`src/design/mbps_pkg.sv`:
```
package mbps_pkg;

  // Default sizes
  localparam int PATTERN_BYTES_DEF = 16;
  localparam int OFFSET_BITS_DEF   = 32;

  // Configuration port
  localparam int CFG_INDEX_BITS = 3;
  localparam int CFG_DATA_BITS  = 64;
  localparam int LENGTH_BITS    = 5;
  localparam int OUT_OFFSET_BITS = 32;

  localparam logic [CFG_INDEX_BITS-1:0] CFG_VALUE_LO = 3'd0;
  localparam logic [CFG_INDEX_BITS-1:0] CFG_VALUE_HI = 3'd1;
  localparam logic [CFG_INDEX_BITS-1:0] CFG_MASK_LO  = 3'd2;
  localparam logic [CFG_INDEX_BITS-1:0] CFG_MASK_HI  = 3'd3;
  localparam logic [CFG_INDEX_BITS-1:0] CFG_LENGTH   = 3'd4;
  localparam logic [CFG_INDEX_BITS-1:0] CFG_FIRST    = 3'd5;

  // Result kinds
  localparam logic KIND_MATCH = 1'b0;
  localparam logic KIND_END   = 1'b1;

  typedef struct packed {
    logic                       kind;
    logic [OUT_OFFSET_BITS-1:0] offset;
    logic                       found;
    logic                       last;
  } result_t;

  typedef struct packed {
    logic advance;
    logic clear;
  } cell_ctrl_t;

endpackage

```
`src/design/mbps_cell.sv`:
```
module mbps_cell import mbps_pkg::*; (
  input  logic       clk,
  input  logic       rst,
  input  cell_ctrl_t ctrl,
  input  logic [7:0] data_byte,
  input  logic [7:0] pat_value,
  input  logic [7:0] pat_mask,
  input  logic       enable,
  input  logic       link_in,
  output logic       link_next,
  output logic       link
);

  logic hit;

  // Compare the masked byte and extend the partial match from the left neighbor
  assign hit       = (data_byte & pat_mask) == (pat_value & pat_mask);
  assign link_next = link_in & hit & enable;

  // Hold the partial-match bit; drop it at region end
  always_ff @(posedge clk) begin
    if (rst) begin
      link <= 1'b0;
    end else if (ctrl.advance) begin
      link <= ctrl.clear ? 1'b0 : link_next;
    end
  end

endmodule

```
`src/design/mbps_result_queue.sv`:
```
module mbps_result_queue import mbps_pkg::*; (
  input  logic       clk,
  input  logic       rst,
  input  logic [1:0] push_count,
  input  result_t    push0,
  input  result_t    push1,
  input  logic       pop,
  output logic       valid,
  output result_t    head,
  output logic       almost_full
);

  localparam int DEPTH = 4;
  localparam int PTR_BITS = $clog2(DEPTH);

  result_t             entries [DEPTH];
  logic [PTR_BITS-1:0] rd_ptr;
  logic [PTR_BITS-1:0] wr_ptr;
  logic [PTR_BITS:0]   count;

  assign valid       = count != '0;
  assign head        = entries[rd_ptr];
  // Room for two beats must stay free before a new byte is taken
  assign almost_full = count > (PTR_BITS+1)'(DEPTH - 2);

  // Write up to two beats at the tail
  always_ff @(posedge clk) begin
    for (int k = 0; k < DEPTH; k++) begin
      if ((PTR_BITS'(k) - wr_ptr) == PTR_BITS'(0) && push_count != 2'd0) begin
        entries[k] <= push0;
      end else if ((PTR_BITS'(k) - wr_ptr) == PTR_BITS'(1) && push_count == 2'd2) begin
        entries[k] <= push1;
      end
    end
  end

  // Advance pointers and count
  always_ff @(posedge clk) begin
    if (rst) begin
      rd_ptr <= '0;
      wr_ptr <= '0;
      count  <= '0;
    end else begin
      wr_ptr <= wr_ptr + PTR_BITS'(push_count);
      if (pop) begin
        rd_ptr <= rd_ptr + PTR_BITS'(1);
      end
      count <= count + (PTR_BITS+1)'(push_count) - (PTR_BITS+1)'(pop);
    end
  end

endmodule

```
`src/design/masked_byte_pattern_scanner.sv`:
```
// A byte's result beats are registered in the result queue and leave from its head.
// Throughput: one byte per cycle while each byte gives at most one result; a byte
// that ends a region with a match gives two beats, and the four-entry result queue
// stalls input once three beats are waiting.
// Reset (synchronous, active high): clears the match cells, offset, queue and
// loads register defaults (length 1, all patterns and masks zero).
module masked_byte_pattern_scanner import mbps_pkg::*; #(
  parameter int PATTERN_BYTES = PATTERN_BYTES_DEF,
  parameter int OFFSET_BITS   = OFFSET_BITS_DEF
) (
  input  logic                      clk,
  input  logic                      rst,
  input  logic                      cfg_write,
  input  logic [CFG_INDEX_BITS-1:0] cfg_index,
  input  logic [CFG_DATA_BITS-1:0]  cfg_data,
  input  logic                      byte_valid,
  output logic                      byte_stall,
  input  logic [7:0]                data_byte,
  input  logic                      region_end,
  output logic                      result_valid,
  input  logic                      result_stall,
  output logic                      result_kind,
  output logic [OUT_OFFSET_BITS-1:0] start_offset,
  output logic                      found_any,
  output logic                      is_last
);

  localparam int IDX_BITS = (PATTERN_BYTES > 1) ? $clog2(PATTERN_BYTES) : 1;
  localparam logic [OFFSET_BITS-1:0] OFFSET_MAX = '1;

  logic [CFG_DATA_BITS-1:0]   pattern_value_lo;
  logic [CFG_DATA_BITS-1:0]   pattern_value_hi;
  logic [CFG_DATA_BITS-1:0]   pattern_mask_lo;
  logic [CFG_DATA_BITS-1:0]   pattern_mask_hi;
  logic [LENGTH_BITS-1:0]     pattern_length;
  logic                       first_only;

  logic [OFFSET_BITS-1:0]     byte_offset;
  logic                       seen_match;

  logic [2*CFG_DATA_BITS-1:0] values;
  logic [2*CFG_DATA_BITS-1:0] masks;
  logic [LENGTH_BITS-1:0]     active_len;
  logic [IDX_BITS-1:0]        last_idx;
  logic [PATTERN_BYTES-1:0]   match_vector;
  logic [PATTERN_BYTES-1:0]   match_next;
  logic [PATTERN_BYTES-1:0]   link_in;
  cell_ctrl_t                 ctrl;
  logic                       accept;
  logic                       matched;
  logic                       report;
  logic                       seen_next;
  logic [OFFSET_BITS-1:0]     back;
  logic [OFFSET_BITS-1:0]     start;
  logic [OFFSET_BITS-1:0]     count;
  result_t                    match_res;
  result_t                    end_res;
  result_t                    push0;
  logic [1:0]                 push_count;
  result_t                    head;
  logic                       almost_full;

  // Configuration registers
  always_ff @(posedge clk) begin
    if (rst) begin
      pattern_value_lo <= '0;
      pattern_value_hi <= '0;
      pattern_mask_lo  <= '0;
      pattern_mask_hi  <= '0;
      pattern_length   <= LENGTH_BITS'(1);
      first_only       <= 1'b0;
    end else if (cfg_write) begin
      case (cfg_index)
        CFG_VALUE_LO: pattern_value_lo <= cfg_data;
        CFG_VALUE_HI: pattern_value_hi <= cfg_data;
        CFG_MASK_LO:  pattern_mask_lo  <= cfg_data;
        CFG_MASK_HI:  pattern_mask_hi  <= cfg_data;
        CFG_LENGTH:   pattern_length   <= cfg_data[LENGTH_BITS-1:0];
        CFG_FIRST:    first_only       <= cfg_data[0];
        default: ;
      endcase
    end
  end

  // Clamp the pattern length to 1..PATTERN_BYTES
  always_comb begin
    if (pattern_length == '0) begin
      active_len = LENGTH_BITS'(1);
    end else if (pattern_length > LENGTH_BITS'(PATTERN_BYTES)) begin
      active_len = LENGTH_BITS'(PATTERN_BYTES);
    end else begin
      active_len = pattern_length;
    end
  end

  assign last_idx = IDX_BITS'(active_len - LENGTH_BITS'(1));
  assign values   = {pattern_value_hi, pattern_value_lo};
  assign masks    = {pattern_mask_hi, pattern_mask_lo};
  assign accept   = byte_valid & ~byte_stall;
  assign ctrl     = '{advance: accept, clear: region_end};

  // Row of match cells, each passing its partial-match bit to the right
  for (genvar i = 0; i < PATTERN_BYTES; i++) begin : g_cell
    if (i == 0) begin : g_head
      assign link_in[i] = 1'b1;
    end else begin : g_link
      assign link_in[i] = match_vector[i-1];
    end
    mbps_cell u_cell (
      .clk       (clk),
      .rst       (rst),
      .ctrl      (ctrl),
      .data_byte (data_byte),
      .pat_value (values[8*i +: 8]),
      .pat_mask  (masks[8*i +: 8]),
      .enable    (LENGTH_BITS'(i) < active_len),
      .link_in   (link_in[i]),
      .link_next (match_next[i]),
      .link      (match_vector[i])
    );
  end

  // Match detection and offsets for this byte
  assign matched   = match_next[last_idx];
  assign report    = matched & ~(first_only & seen_match);
  assign seen_next = seen_match | matched;
  assign back      = OFFSET_BITS'(last_idx);
  assign start     = (byte_offset >= back) ? (byte_offset - back) : '0;
  assign count     = (byte_offset == OFFSET_MAX) ? OFFSET_MAX
                                                 : (byte_offset + OFFSET_BITS'(1));

  assign match_res = '{kind: KIND_MATCH, offset: OUT_OFFSET_BITS'(start),
                       found: 1'b0, last: ~region_end};
  assign end_res   = '{kind: KIND_END, offset: OUT_OFFSET_BITS'(count),
                       found: seen_next, last: 1'b1};
  assign push0     = report ? match_res : end_res;
  assign push_count = accept ? (2'(report) + 2'(region_end)) : 2'd0;

  // Offset and region flag
  always_ff @(posedge clk) begin
    if (rst) begin
      byte_offset <= '0;
      seen_match  <= 1'b0;
    end else if (accept) begin
      if (region_end) begin
        byte_offset <= '0;
        seen_match  <= 1'b0;
      end else begin
        seen_match <= seen_next;
        if (byte_offset != OFFSET_MAX) begin
          byte_offset <= byte_offset + OFFSET_BITS'(1);
        end
      end
    end
  end

  // Result queue toward the output channel
  mbps_result_queue u_queue (
    .clk         (clk),
    .rst         (rst),
    .push_count  (push_count),
    .push0       (push0),
    .push1       (end_res),
    .pop         (result_valid & ~result_stall),
    .valid       (result_valid),
    .head        (head),
    .almost_full (almost_full)
  );

  assign byte_stall   = almost_full;
  assign result_kind  = head.kind;
  assign start_offset = head.offset;
  assign found_any    = head.found;
  assign is_last      = head.last;

endmodule

```
`config.mk`:
```
export PLATFORM = sky130hd
export DESIGN_NAME = masked_byte_pattern_scanner
export DESIGN_NICKNAME = d
export VERILOG_FILES = /design/src/design/mbps_pkg.sv /design/src/design/mbps_cell.sv /design/src/design/mbps_result_queue.sv /design/src/design/masked_byte_pattern_scanner.sv
export SDC_FILE = /design/constraint.sdc
export NUM_CORES = 1
export LEC_CHECK = 0
export BUFFER_PORTS_ARGS = -buffer_cell sky130_fd_sc_hd__buf_2
export CORE_MARGIN = 1
export CORE_UTILIZATION = 60
export CTS_BUF_LIST = sky130_fd_sc_hd__clkbuf_8 sky130_fd_sc_hd__clkbuf_16
export CTS_CLUSTER_SIZE = 28
export DETAILED_ROUTE_END_ITERATION = 6
export HOLD_SLACK_MARGIN = 0.08
export PLACE_DENSITY = 0.78
export SLEW_MARGIN = 10
export SYNTH_ARGS = -nofsm -noshare
export SYNTH_HDL_FRONTEND = slang
export SYNTH_SLANG_ARGS = --single-unit
```
`constraint.sdc`:
```
create_clock -name clk -period 8.65 [get_ports clk]
set_clock_uncertainty 0.1 [all_clocks]
set_input_delay 1.73 -clock clk [delete_from_list [all_inputs] [get_ports clk]]
set_output_delay 1.73 -clock clk [all_outputs]
set_load 0.02 [all_outputs]
```
==> impl_metrics.py <==
metrics = {
    "yosys": {
        "async_flop_share_pct": 0,
        "ys.flop_type": "dfxtp_1",
        "synth_area_um2": 22300,
        "synthMuxAreaShare_pct": 8.34,
        "syn_area_per_cell_um2": 8.89,
        "synth_seq_area_share_pct": 47.4,
        "synth_top_family_by_area": "simple AND/OR/NAND/NOR gates",
        "synth_xor_area_share_pct": 7.07,
        "synth_cell_types": 71,
        "ys_seq_elements": 459,
        "synth_compound_area_share_pct": 12.6,
        "yosys_warnings": 0,
        "synthSimpleGateAreaFrac_pct": 20.0,
        "synth_fp_nets": 2603,
        "syn_inst": 2509,
        "synth_edf_count": 138,
        "synthAdderAreaFrac_pct": 0.796,
    },
    "finish": {
        "fin_nets": 2609,
        "syn_to_final_growth_pct": 10.3,
        "drive_above_1_share_pct": 11.9,
        "final_area_um2": 24600,
    },
    "worst_setup_path": {
        "crit_arrival_ns": 7.61,
        "r2r_start": "pattern_length[3]",
        "ff2ff_path_depth": 16,
        "required_ns": 8.97,
        "worst-path-max-fanout": 38,
        "rrSetupSlack_ns": 1.36,
        "r2r_end": "u_queue.entries[2][12]",
        "worst_setup_path_end_kind": "flip-flop",
        "critPathKind": "reg2reg",
        "startpoint_type": "flip-flop",
    },
    "clock_network": {
        "cts_tree": "done",
        "cts.sink_count": 459,
        "cts_buffer_depth": 3,
        "cts_root_buf": "clkbuf_16",
        "cts_hold_repair.buffers": 0,
        "cts_setup_buffers": 0,
        "cts_buffers": 48,
        "cts_resized": 0,
        "cts.clk_slew.worst_paths_ns": 0.06,
        "worstSkewPairLatency_ns": 0.57,
        "h-tree-depth": 2,
    },
    "routing": {
        "via_per_inst": 6.17,
        "dr.pass1.iters": 6,
        "vias": 18700,
        "drtIter0Drc": 1797,
        "ant_nets": 0,
        "drt-wirelength-per-cell_um": 20.2,
        "wirelength_mm": 61.1,
        "drcViolationCount": 0,
    },
    "global_routing": {
        "grt_use_met2_pct": 55.6,
        "antenna_found_initial": 4,
        "grt.total_usage_pct": 31.9,
        "busiest_layer": "met2",
        "grt_max_degree": 165,
        "grt_pass1_vias": 18400,
        "grt_remaining_overflow": 0,
        "grt_pass1_wl_mm": 96.7,
        "met3_usage_pct": 5.60,
        "use_met1_pct": 37.8,
    },
    "min_path": {
        "hold-path-endpoint": "pattern_mask_hi[41]",
        "whs_path_depth": 2,
        "min_from": "pattern_mask_hi[41]",
        "hp-class": "reg2reg",
    },
    "job": {
        "max_cap_viol_count": 0,
    },
    "pwr": {
        "peakVddDrop_mv": 0.186,
        "p_leak_nw": 9.29,
        "fin_total_pwr_mw": 5.54,
        "p_per_area_nw_per_um2": 225,
    },
    "placed_design": {
        "place.gp.congestion": 0.918,
        "dpl_cell_area_um2": 23100,
        "dp_hpwl_mm": 38.0,
        "io_buffers": 117,
        "pre_cts_slack_ns": 1.58,
    },
    "timing": {
        "min_period_ns": 7.29,
        "rsz0062_at_grt": "false",
        "final-setup-viol-count": 0,
        "whs_ns": 0.354,
        "hold_violations": 0,
        "fin_tns_setup_ns": 0,
        "setup_slack_ns": 1.36,
        "slew_viol_final": 0,
        "finalCritPeriodShare_pct": 84.2,
        "tightest_slew_ns": 1.10,
        "max_slew_margin_pct": 26.1,
        "fmax_ghz": 0.137,
    },
    "die": {
        "rows": 70,
        "die_y_um": 195,
        "ios": 118,
        "coreArea_um2": 36600,
        "initial_core_util_pct": 60.9,
        "die_w_um": 195,
        "die_area_um2": 38000,
    },
    "status": {
        "status": "completed",
    },
}
-- worst max-delay path by stage --
| stage | start | endpoint | slack [ns] | depth (start not counted) |
|---|---|---|---|---|
| 2_1_floorplan | data_byte[3] | u_queue.entries[3][0] | 0.99 | 15 |
| 3_3_place_gp | data_byte[6] | u_queue.entries[2][26] | 1.78 | 14 |
| 3_5_place_dp | data_byte[6] | u_queue.entries[2][12] | 1.58 | 14 |
| 4_1_cts | pattern_length[3] | u_queue.entries[2][12] | 1.62 | 16 |
| 5_1_grt | pattern_length[3] | u_queue.entries[0][18] | 1.05 | 18 |
| 6_report | pattern_length[3] | u_queue.entries[2][12] | 1.36 | 16 |
-- layout by cell type, fill, tap and decap left out, types with 5 or more instances in the layout --
cell type and n:
or3_1 61, clkinv_1 6, nand4_1 24, mux4_2 35, edfxtp_1 138, o21bai_1 12
xor2_1 150, a222oi_1 7, nor4_1 13, clkbuf_8 10, a22oi_1 41, clkbuf_16 50
or4_1 6, nand3b_1 12, o211ai_1 5, inv_1 29, buf_2 116, mux2i_1 87
or2_2 6, nor3_1 40, clkinv_2 10, mux2_2 18, and2_1 8, dfxtp_1 320
o21ai_0 40, ha_1 11, nand3_1 74, a21oi_1 328, buf_4 28, a21o_1 13
nor2_1 110, xnor2_1 30, nand2_1 601, nor2b_1 12, and3_1 10, o22ai_1 11
-- Yosys cell counts (all sizes together), types with 3 or more instances --
cell	count	area, um^2
nand3b	12	90.1
nand4	24	150
nand3	77	385
and3	11	68.8
and2	10	62.6
a22oi	41	308
mux2	18	203
or3	63	399
buf	36	188
a222oi	7	70.1
xor2	150	1310
ha	11	138
a32oi	4	35.0
a31oi	3	18.8
or2	7	43.8
a21oi	329	1650
and4	3	26.3
xnor2	30	263
o21a	3	22.5
o21ai	43	215
a21o	13	97.6
mux2i	87	871
clkbuf	154	578
nor4	15	106
mux4	35	788
or4	8	67.6
o22ai	11	68.8
nor2b	12	75.1
dfxtp	321	6430
edfxtp	138	4140
o21bai	12	90.1
nand2	603	2260
o211ai	5	37.5
inv	18	67.6
nor3	44	225
nand2b	3	18.8
nor2	113	424
a211oi	4	30.0
-- power by group --
group | internal [mW] | switching, mW | total (mW)
Combinational | 0.408 | 0.703 | 1.11
Clock | 1.16 | 0.857 | 2.02
Sequential | 2.36 | 0.0515 | 2.41
-- critical path: stages, from the launching register on --
cell and delay (ns):
dfxtp_1 0.49, nor3_1 0.21, o21a_1 0.36, clkinv_1 0.50, ha_1 0.38, xnor2_1 0.85, nand3_1 0.21, nor4_1 0.37
nor3_1 0.15, a32o_1 0.30, buf_4 0.26, nor2_1 0.39, ha_1 0.40, o211a_1 0.68, nand2_1 0.75, or3_1 0.60
nand3_1 0.08
-- cell families after synthesis --
kind of cell,count (synthesis)
adder cells (fa/ha/maj),13
buffers and inverters,210
flip-flops,459
XOR/XNOR,180
AO/OA/AOI/OAI,495
multiplexers,140
AND/OR/NAND/NOR,1012
-- flip-flops by register name, summed over array words and instances (netlist names), named ones only --
signal              count
u_queue.wr_ptr          2
u_queue.count           3
pattern_value_lo       64
u_queue.rd_ptr          2
u_queue.entries       140
pattern_mask_hi        64
byte_offset            32
first_only              1
g_cell.u_cell.link     15
seen_match              1
pattern_length          5
pattern_value_hi       64
pattern_mask_lo        64
-- per-stage QoR --
step	utilization, %	cells
floorplan	-	2509
global placement	63.0	2933
global route	67.2	3023
finish	67.2	3025
CTS	67.2	3022
detailed placement	63.0	2933
-- routing by layer --
layer	up-vias	share of wire, %
li1	8740	-
met1	8828	38
met2	866	49
met3	218	7.6
met4	2	5.0
met5	-	0.023
-- layout make-up --
cell class	count	area [um^2]
antenna	3	7.51
clock buffer	60	1390
clock inverter	29	163
fill	2936	12000
inverter	20	75.1
multi-input combinational	1840	11000
sequential	459	10600
tap	468	586
timing repair buffer	146	826
Power figures use the tool's default switching activity.
